$ cat config.mk
export PLATFORM = sky130hd
export DESIGN_NAME = autorange_seven_segment_formatter
export DESIGN_NICKNAME = d
export VERILOG_FILES = /design/src/rtl/core/assf_pkg.sv /design/src/rtl/core/assf_render.sv /design/src/rtl/core/autorange_seven_segment_formatter.sv
export SDC_FILE = /design/constraint.sdc
export NUM_CORES = 1
export LEC_CHECK = 0
export BUFFER_PORTS_ARGS = -buffer_cell sky130_fd_sc_hd__buf_2
export CAP_MARGIN = 10
export CORE_ASPECT_RATIO = 0.7
export CORE_MARGIN = 10
export CORE_UTILIZATION = 40
export DETAILED_ROUTE_END_ITERATION = 10
export HOLD_SLACK_MARGIN = 0.12
export PLACE_DENSITY = 0.63
export SETUP_SLACK_MARGIN = 0.3
export SKIP_LAST_GASP = 1
export SLEW_MARGIN = 20
export SYNTH_ARGS = -nofsm -noshare
export SYNTH_HDL_FRONTEND = slang
export SYNTH_SLANG_ARGS = --single-unit
$ cat constraint.sdc
create_clock -name i_clk -period 23.4 [get_ports i_clk]
set_clock_uncertainty 0.2 [all_clocks]
set_input_delay 4.68 -clock i_clk [delete_from_list [all_inputs] [get_ports i_clk]]
set_output_delay 4.68 -clock i_clk [all_outputs]
set_load 0.1 [all_outputs]
$ cat src/rtl/core/assf_pkg.sv
// Shared types, codes and segment constants for the auto-ranging
// seven-segment formatter. No dependencies.
`timescale 1ns / 1ps
`default_nettype none

package assf_pkg;

    // display_mode register codes
    localparam logic [1:0] MODE_METER = 2'd0;
    localparam logic [1:0] MODE_ANGLE = 2'd1;
    localparam logic [1:0] MODE_CAL   = 2'd2;

    // calibration_page register codes
    localparam logic [1:0] PAGE_NORMAL = 2'd0;
    localparam logic [1:0] PAGE_ONE    = 2'd1;
    localparam logic [1:0] PAGE_TWO    = 2'd2;
    localparam logic [1:0] PAGE_THREE  = 2'd3;

    // config register indexes
    localparam logic [1:0] REG_DISPLAY_MODE = 2'd0;
    localparam logic [1:0] REG_CAL_PAGE     = 2'd1;

    // segment patterns (bit 0 = a .. bit 6 = g, bit 7 = point)
    localparam logic [7:0] SEG_DP    = 8'h80;
    localparam logic [7:0] SEG_ZERO  = 8'h3F;
    localparam logic [7:0] SEG_P     = 8'h73;
    localparam logic [7:0] SEG_R     = 8'h50;
    localparam logic [7:0] SEG_BLANK = 8'h00;
    localparam logic [7:0] SEG_T     = 8'h78;
    localparam logic [7:0] SEG_A     = 8'h77;
    localparam logic [7:0] SEG_Y     = 8'h6E;

    // request from the range logic to one renderer
    typedef struct packed {
        logic [15:0] scaled;  // already wrapped to 16 bits
        logic [1:0]  point;   // digit carrying the decimal point
    } t_render_req;

    function automatic logic [7:0] seg7(input logic [3:0] digit);
        logic [7:0] p;
        case (digit)
            4'd0:    p = 8'h3F;
            4'd1:    p = 8'h06;
            4'd2:    p = 8'h5B;
            4'd3:    p = 8'h4F;
            4'd4:    p = 8'h66;
            4'd5:    p = 8'h6D;
            4'd6:    p = 8'h7D;
            4'd7:    p = 8'h07;
            4'd8:    p = 8'h7F;
            4'd9:    p = 8'h6F;
            default: p = 8'h00;
        endcase
        return p;
    endfunction

endpackage

`default_nettype wire

$ cat src/rtl/core/assf_render.sv
// Renders a 16-bit scaled value as four seven-segment patterns with a point.
// Depends on assf_pkg.
`timescale 1ns / 1ps
`default_nettype none

module assf_render
    import assf_pkg::*;
(
    input  wire t_render_req      i_req,
    output logic [3:0][7:0]       o_pat   // [0] most significant digit
);

    logic [15:0] wrap_sub;
    logic [13:0] rem4;
    logic [13:0] rem3;
    logic [13:0] rem2;
    logic [3:0]  dig0;
    logic [3:0]  dig1;
    logic [3:0]  dig2;
    logic [3:0]  dig3;
    logic [13:0] sub3;
    logic [13:0] sub2;
    logic [13:0] sub1;

    // low four decimal digits: parallel compares per digit, then subtract
    always_comb begin
        wrap_sub = 16'd0;
        for (int k = 1; k <= 6; k++) begin
            if (i_req.scaled >= 16'(k * 10000)) wrap_sub = 16'(k * 10000);
        end
        rem4 = 14'(i_req.scaled - wrap_sub);

        dig0 = 4'd0;
        sub3 = 14'd0;
        for (int k = 1; k <= 9; k++) begin
            if (rem4 >= 14'(k * 1000)) begin
                dig0 = 4'(k);
                sub3 = 14'(k * 1000);
            end
        end
        rem3 = rem4 - sub3;

        dig1 = 4'd0;
        sub2 = 14'd0;
        for (int k = 1; k <= 9; k++) begin
            if (rem3 >= 14'(k * 100)) begin
                dig1 = 4'(k);
                sub2 = 14'(k * 100);
            end
        end
        rem2 = rem3 - sub2;

        dig2 = 4'd0;
        sub1 = 14'd0;
        for (int k = 1; k <= 9; k++) begin
            if (rem2 >= 14'(k * 10)) begin
                dig2 = 4'(k);
                sub1 = 14'(k * 10);
            end
        end
        dig3 = 4'(rem2 - sub1);
    end

    always_comb begin
        o_pat[0] = seg7(dig0);
        o_pat[1] = seg7(dig1);
        o_pat[2] = seg7(dig2);
        o_pat[3] = seg7(dig3);
        o_pat[i_req.point] = o_pat[i_req.point] | SEG_DP;
    end

endmodule

`default_nettype wire

$ cat src/rtl/core/autorange_seven_segment_formatter.sv
// Top level of the auto-ranging seven-segment formatter: range logic,
// pattern store and stream handshakes. Depends on assf_pkg, assf_render.
`timescale 1ns / 1ps
`default_nettype none

// Takes beats, each carrying a left and a right value (0..9999), and
// returns one beat with eight segment patterns, left digits first, most
// significant digit of each side first, bit 7 of a pattern being the decimal
// point. A beat is caught in an input register when it is accepted and moves
// on into the pattern register, which drives o_m_tvalid and o_m_tdata, once
// that register is empty or being drained; throughput is one beat per
// clock while the output is not stalled. A stalled output holds the pattern
// register and one more beat waits in the input register before o_s_tready
// drops. The scale (x1000/x100/x10/x1) and point position follow
// from the magnitude and display_mode; a value out of range leaves that
// side's previous patterns in place (all zeros with no point after reset).
// A nonzero calibration_page overrides the mode: the right side shows a
// fixed legend, the left side meter or x10 formatting. Calibration mode and
// the unused mode three leave both sides unchanged on page zero.
// Configuration is taken in any cycle (o_cfg_ready is tied high) and is
// expected only while the block is idle; unknown indexes are ignored.
module autorange_seven_segment_formatter
    import assf_pkg::*;
(
    input  wire         i_clk,
    input  wire         i_rst_n,
    // input stream
    input  wire         i_s_tvalid,
    output logic        o_s_tready,
    input  wire  [31:0] i_s_tdata,   // [13:0] left_value, [27:14] right_value
    // output stream
    output logic        o_m_tvalid,
    input  wire         i_m_tready,
    output logic [63:0] o_m_tdata,   // left_digit0..3 then right_digit0..3,
                                     // 8 bits each from bit 0 up
    // config write channel
    input  wire         i_cfg_valid,
    output logic        o_cfg_ready,
    input  wire  [1:0]  i_cfg_addr,
    input  wire  [1:0]  i_cfg_data
);

    // config registers
    logic [1:0] r_mode;
    logic [1:0] r_page;

    // input stage
    logic        r_in_valid;
    logic [13:0] r_lv;
    logic [13:0] r_rv;

    // pattern store doubles as the output register
    logic            r_out_valid;
    logic [7:0][7:0] r_pat;
    logic [7:0][7:0] n_pat;

    logic advance;

    t_render_req     left_req;
    t_render_req     right_req;
    logic            left_en;
    logic            right_en;
    logic            legend_en;
    logic [7:0]      legend_last;
    logic [3:0][7:0] left_pat;
    logic [3:0][7:0] right_pat;

    logic [15:0] lv_x1, lv_x10, lv_x100, lv_x1000;
    logic [15:0] rv_x1, rv_x10, rv_x100, rv_x1000;

    // handshakes: pattern register only changes when its beat is gone
    assign advance     = r_in_valid && (!r_out_valid || i_m_tready);
    assign o_s_tready  = !r_in_valid || advance;
    assign o_m_tvalid  = r_out_valid;
    assign o_m_tdata   = r_pat;
    assign o_cfg_ready = 1'b1;

    always_ff @(posedge i_clk) begin
        if (!i_rst_n) begin
            r_mode <= MODE_METER;
            r_page <= PAGE_NORMAL;
        end else if (i_cfg_valid) begin
            unique case (i_cfg_addr)
                REG_DISPLAY_MODE: r_mode <= i_cfg_data;
                REG_CAL_PAGE:     r_page <= i_cfg_data;
                default:          ;
            endcase
        end
    end

    always_ff @(posedge i_clk) begin
        if (!i_rst_n) begin
            r_in_valid <= 1'b0;
        end else if (o_s_tready) begin
            r_in_valid <= i_s_tvalid;
        end
    end

    always_ff @(posedge i_clk) begin
        if (i_s_tvalid && o_s_tready) begin
            r_lv <= i_s_tdata[13:0];
            r_rv <= i_s_tdata[27:14];
        end
    end

    always_ff @(posedge i_clk) begin
        if (!i_rst_n) begin
            r_out_valid <= 1'b0;
            r_pat       <= {8{SEG_ZERO}};
        end else begin
            if (advance) begin
                r_out_valid <= 1'b1;
                r_pat       <= n_pat;
            end else if (i_m_tready) begin
                r_out_valid <= 1'b0;
            end
        end
    end

    // scaled candidates, 16-bit wrap
    always_comb begin
        lv_x1    = {2'b00, r_lv};
        lv_x10   = 16'(lv_x1 * 16'd10);
        lv_x100  = 16'(lv_x1 * 16'd100);
        lv_x1000 = 16'(lv_x1 * 16'd1000);
        rv_x1    = {2'b00, r_rv};
        rv_x10   = 16'(rv_x1 * 16'd10);
        rv_x100  = 16'(rv_x1 * 16'd100);
        rv_x1000 = 16'(rv_x1 * 16'd1000);
    end

    // range selection
    always_comb begin
        left_en     = 1'b0;
        right_en    = 1'b0;
        legend_en   = 1'b0;
        legend_last = SEG_T;
        left_req    = '{scaled: lv_x10, point: 2'd0};
        right_req   = '{scaled: rv_x10, point: 2'd0};

        unique case (r_page)
            PAGE_NORMAL: begin
                unique case (r_mode)
                    MODE_METER: begin
                        left_en  = (r_lv < 14'd1000);
                        if (r_lv < 14'd10)       left_req = '{lv_x1000, 2'd0};
                        else if (r_lv < 14'd100) left_req = '{lv_x100, 2'd1};
                        else                     left_req = '{lv_x10, 2'd2};
                        right_en = (r_rv < 14'd1000);
                        if (r_rv < 14'd10)       right_req = '{rv_x1000, 2'd0};
                        else if (r_rv < 14'd100) right_req = '{rv_x100, 2'd1};
                        else                     right_req = '{rv_x10, 2'd2};
                    end
                    MODE_ANGLE: begin
                        left_en  = (r_lv < 14'd9900);
                        if (r_lv < 14'd1000)     left_req = '{lv_x10, 2'd0};
                        else                     left_req = '{lv_x1, 2'd1};
                        right_en = (r_rv < 14'd10000);
                        if (r_rv < 14'd100)       right_req = '{rv_x100, 2'd0};
                        else if (r_rv < 14'd1000) right_req = '{rv_x10, 2'd1};
                        else                      right_req = '{rv_x1, 2'd2};
                    end
                    default: ;  // calibration and unused mode hold both sides
                endcase
            end
            PAGE_ONE: begin
                left_en   = (r_lv < 14'd1000);
                if (r_lv < 14'd10)       left_req = '{lv_x1000, 2'd0};
                else if (r_lv < 14'd100) left_req = '{lv_x100, 2'd1};
                else                     left_req = '{lv_x10, 2'd2};
                legend_en = 1'b1;
            end
            PAGE_TWO: begin
                left_en     = 1'b1;
                legend_en   = 1'b1;
                legend_last = SEG_A;
            end
            PAGE_THREE: begin
                left_en     = 1'b1;
                legend_en   = 1'b1;
                legend_last = SEG_Y;
            end
            default: ;
        endcase
    end

    assf_render u_left (
        .i_req (left_req),
        .o_pat (left_pat)
    );

    assf_render u_right (
        .i_req (right_req),
        .o_pat (right_pat)
    );

    always_comb begin
        n_pat = r_pat;
        if (left_en) begin
            for (int i = 0; i < 4; i++) n_pat[i] = left_pat[i];
        end
        if (legend_en) begin
            n_pat[4] = SEG_P;
            n_pat[5] = SEG_R;
            n_pat[6] = SEG_BLANK;
            n_pat[7] = legend_last;
        end else if (right_en) begin
            for (int i = 0; i < 4; i++) n_pat[4 + i] = right_pat[i];
        end
    end

`ifndef SYNTHESIS
    // a full input stage that cannot drain keeps its beat
    a_in_hold: assert property (@(posedge i_clk) disable iff (!i_rst_n)
        r_in_valid && !advance |=> r_in_valid && $stable(r_lv) && $stable(r_rv))
        else $error("input stage lost or changed a beat while stalled");

    // any calibration page puts the legend on the right side
    a_legend: assert property (@(posedge i_clk) disable iff (!i_rst_n)
        advance && r_page != PAGE_NORMAL |=> r_pat[4] == SEG_P && r_pat[5] == SEG_R)
        else $error("calibration legend missing");

    // at most one decimal point per side
    a_left_dp: assert property (@(posedge i_clk) disable iff (!i_rst_n)
        $countones({r_pat[0][7], r_pat[1][7], r_pat[2][7], r_pat[3][7]}) <= 1)
        else $error("more than one point on left side");

    a_right_dp: assert property (@(posedge i_clk) disable iff (!i_rst_n)
        $countones({r_pat[4][7], r_pat[5][7], r_pat[6][7], r_pat[7][7]}) <= 1)
        else $error("more than one point on right side");
`endif

endmodule

`default_nettype wire
==> impl.org <==
** Critical path
- Endpoint class of the critical path :: register
- Setup slack on the worst reg-to-reg path comes out at 3490 ps.
- Data on the critical path is required at its endpoint by 23460 ps.
- Length in cells of the worst reg-to-reg path :: 71
- In this run the worst setup path terminates at o_m_tdata[61].
- Worst setup path startpoint :: r_rv[1]
- Critical path peak fanout :: 10
- The worst register-to-register path begins at r_rv[1].
- Slowest stage cell, crit path :: sky130_fd_sc_hd__a221oi_1
- STA puts the critical path data arrival time at between 15000 and 20000 ps.
- The worst setup path is of the register to register kind.
- STA classifies the critical path startpoint as a register.
- Longest individual stage delay on the worst path :: about 930 ps
- The endpoint identified for the worst register-to-register timing path is o_m_tdata[61].

** Place
- PortBufs :: 102
- Routability-driven placement finished with a final weighted congestion of about 1.0.
- Hpwl dp :: 44600 um

** Job
- Max-cap viol count :: 0

** STA
- Based on the critical path, the design can be clocked at up to 50.2 MHz.
- Total of endpoints with negative setup slack in the final report :: 0
- Worst-case headroom to the max-slew limit :: 25.4%
- Max-slew violation count :: 0
- Of the available clock period, the critical path in the final layout requires 85.1%.
- Unrepaired setup endpoints after global routing :: no
- Worst-Margin Slew :: 1110 ps
- The number of failing hold endpoints at the final stage is 0.
- Total negative slack for setup checks :: 0 ps
- Final worst path period need :: approximately 20000 ps

** Cells and area
- Leaving out fill and tap cells, the most frequent cell in the layout is sky130_fd_sc_hd__inv_1.
- The repair_antennas step left the layout with diodes totalling 0.
- Compared with the post-synthesis result, the final layout area differs by 8.37%.
- Counting the fill cells in the layout gives 4192.
- Fraction of final layout cells sized beyond drive strength 1 :: 8.31%
- Total Nets Final :: 2603
- The library cells used most frequently in the layout, excluding fill and tap cells, are 263 x sky130_fd_sc_hd__inv_1, 251 x sky130_fd_sc_hd__ha_1, 175 x sky130_fd_sc_hd__a21oi_1, 164 x sky130_fd_sc_hd__nor2_1, 161 x sky130_fd_sc_hd__o21ai_0.

** Synth
- Post-synthesis register bit count :: 98
- The share of the Yosys chip area taken by registers is 13.2%.
- Largest family of logic cells by synthesized area :: adder cells
- Post-synthesis async set-or-reset flop share :: 0%
- Simple-gate share of the synthesized area :: 16.8%
- Adder and majority gate portion of the synthesized area :: approximately 28%
- Multiplexer share of the synthesized area :: 1.93%
- Synthesis instantiated 103 different standard cells from the library.
- Post-Synthesis Cells :: about 2200
- In the synthesized netlist the dominant register cell turns out to be sky130_fd_sc_hd__dfxtp_1.
- EDFF count, synth :: 28
- Netlist area before placement :: 16900 sq um
- XOR/XNOR Fraction of Synth Area :: ~6.2%
- A synthesized cell averages 7.86 sq um.
- Synthesis Warnings :: 0
- Number of nets produced by synthesis :: 2526
- Fraction of the mapped netlist area in compound gates :: 27.0%

** Global route
- The initial antenna violation count came to 1.
- For this run, the total global-route usage over all layers was measured as 21.5%.
- Number of global-route vias before repair :: 15831
- Wire length of the first global-routing pass :: 88100 um
- Total global routing overflow :: 0
- Maximum number of pins on one net before global-route repair :: 32

** Hold path
- The worst hold path belongs to the class register to register.

** Clock tree
- The clock passes through at most 2 buffers.
- In this run, post-CTS hold repair placed 0 buffers.
- Post-CTS Resized :: 0
- The root buffer cell chosen for the clock tree is sky130_fd_sc_hd__clkbuf_16.
- TritonCTS created 9 clock buffers.
- Clock slew seen by the registers of the worst setup and hold paths :: 80 ps
- # Post-CTS Setup Buffers :: 0
- The clock reaches the later pin of the worst-skew pair after 400 ps.
- Depth of the CTS H-tree :: 3
- Clock tree synthesis found a total of 98 sinks.
- TritonCTS built the clock tree.

** Drt
- Count of vias placed by the detailed router :: roughly 16000
- The first detailed-routing pass ran for 5 iterations.
- The detail route stage leaves a number of antenna-violating nets equal to 0.
- Post-detailed-routing wire length :: about 56000 um
- For this block, the initial DRC count from the detailed router was between 1500 and 2000.
- After detailed routing, the average wire length per cell comes to ~20 um.
- In the routed layout, each cell is associated on average with a via count of 5.90.
- For this run, design rule violations remaining after detail routing come to 0.

** Floorplanning
- Area of the die :: 51100 sq um
- Chip Height :: 192 um
- From left edge to right edge, the die measures 266 um.
- FP Rows :: 62
- Number of primary I/O pins :: 108
- The region available for standard cell placement spans around 41000 sq um.
- Starting density of the core :: 40.9%

** Outcome
- Status :: completed
==> worst min-delay path by stage <==
stage / startpoint / to / slack, ps / cells after the start
floorplan: r_in_valid / o_m_tvalid / 310 / 2
global placement: o_m_tdata[7] / o_m_tdata[7] / 240 / 2
detailed placement: o_m_tdata[47] / o_m_tdata[47] / 250 / 2
CTS: o_m_tdata[47] / o_m_tdata[47] / 260 / 2
global route: o_m_tdata[7] / o_m_tdata[7] / 290 / 2
finish: o_m_tdata[47] / o_m_tdata[47] / 260 / 2
==> routing by layer <==
metal	share of wire (%)	global-route usage, %	vias to the layer above
li1	-	-	7922
met3	8.0	4.71	58
met1	51	32.0	7806
met4	1.4	4.16	2
met5	0.031	0	-
met2	40	30.9	618
==> cell type report <==
class | instances | area, sq um | area share [%]
inverter | 267 | 1000 | 5.46
clock buffer | 9 | 225 | 1.23
timing repair buffer | 115 | 608 | 3.31
sequential | 98 | 2240 | 12.2
multi-input combinational | 1742 | 13500 | 73.6
clock inverter | 7 | 93.8 | 0.511
tap | 544 | 681 | 3.71
==> kinds of logic after synthesis <==
logic type                 after synthesis
AOI/OAI and AO/OA                      689
and+or+nand+nor                        574
adders and majority gates              329
buffers and inverters                  316
xor gates and xnor gates               117
DFF                                     98
muxes                                   32
other                                    1
==> flip-flops by register name (all words and copies together), names as in the netlist <==
register / cells
r_rv: 14
r_mode: 2
o_m_tdata: 64
o_m_tvalid: 1
r_in_valid: 1
r_page: 2
r_lv: 14
==> cells in the mapped netlist, drive strengths merged (8+ instances only) <==
cell	count	area, sq um
nor2	167	644
edfxtp	28	841
o21a	20	150
o22ai	17	106
xor2	35	307
mux2i	29	290
nor2b	25	156
a21oi	175	876
buf	9	50.0
and2	13	81.3
a221oi	11	103
a22oi	8	60.1
o221ai	9	78.8
dfxtp	70	1400
nand2	134	505
xnor2	81	717
or3	17	106
a211oi	15	130
a21o	46	345
a211o	8	70.1
a21boi	14	105
ha	251	3140
o211ai	23	173
o22a	11	96.3
o2111ai	9	78.8
a31oi	36	246
nand3	46	230
a311oi	10	93.8
fa	78	1560
a41oi	8	70.1
inv	265	995
o21ai	168	845
and3	17	111
o21bai	13	97.6
nor4	15	115
o31ai	11	96.3
nor3	47	245
nand4	17	106
or2	17	106
clkbuf	40	150
nand2b	27	169
==> through the flow <==
| stage | setup slack (ps) | hold slack [ps] | utilization (%) | cell area [sq um] | std cells |
|---|---|---|---|---|---|
| 6_report | 3490 | 259 | 44.3 | 18400 | 2782 |
| 3_5_place_dp | 3830 | 250 | 43.5 | 18000 | 2766 |
| 5_1_grt | 1960 | 286 | 44.3 | 18400 | 2782 |
| 4_1_cts | 3730 | 261 | 44.3 | 18400 | 2782 |
| 2_1_floorplan | 7080 | 314 | - | 16900 | 2156 |
| 3_3_place_gp | 4260 | 244 | 43.5 | 18000 | 2766 |
==> critical path, delay by kind of cell, from the launching register on <==
kind	cells	cell delay, ps
AOI/OAI and AO/OA	34	8850
buffers and inverters	8	930
DFF	1	640
muxes	1	70
adders and majority gates	10	4300
xor gates and xnor gates	3	950
and+or+nand+nor	15	3760
Power is left out: the tool's default activity adds up to more than one toggle a clock period on the data nets, which glitch-free logic cannot reach.
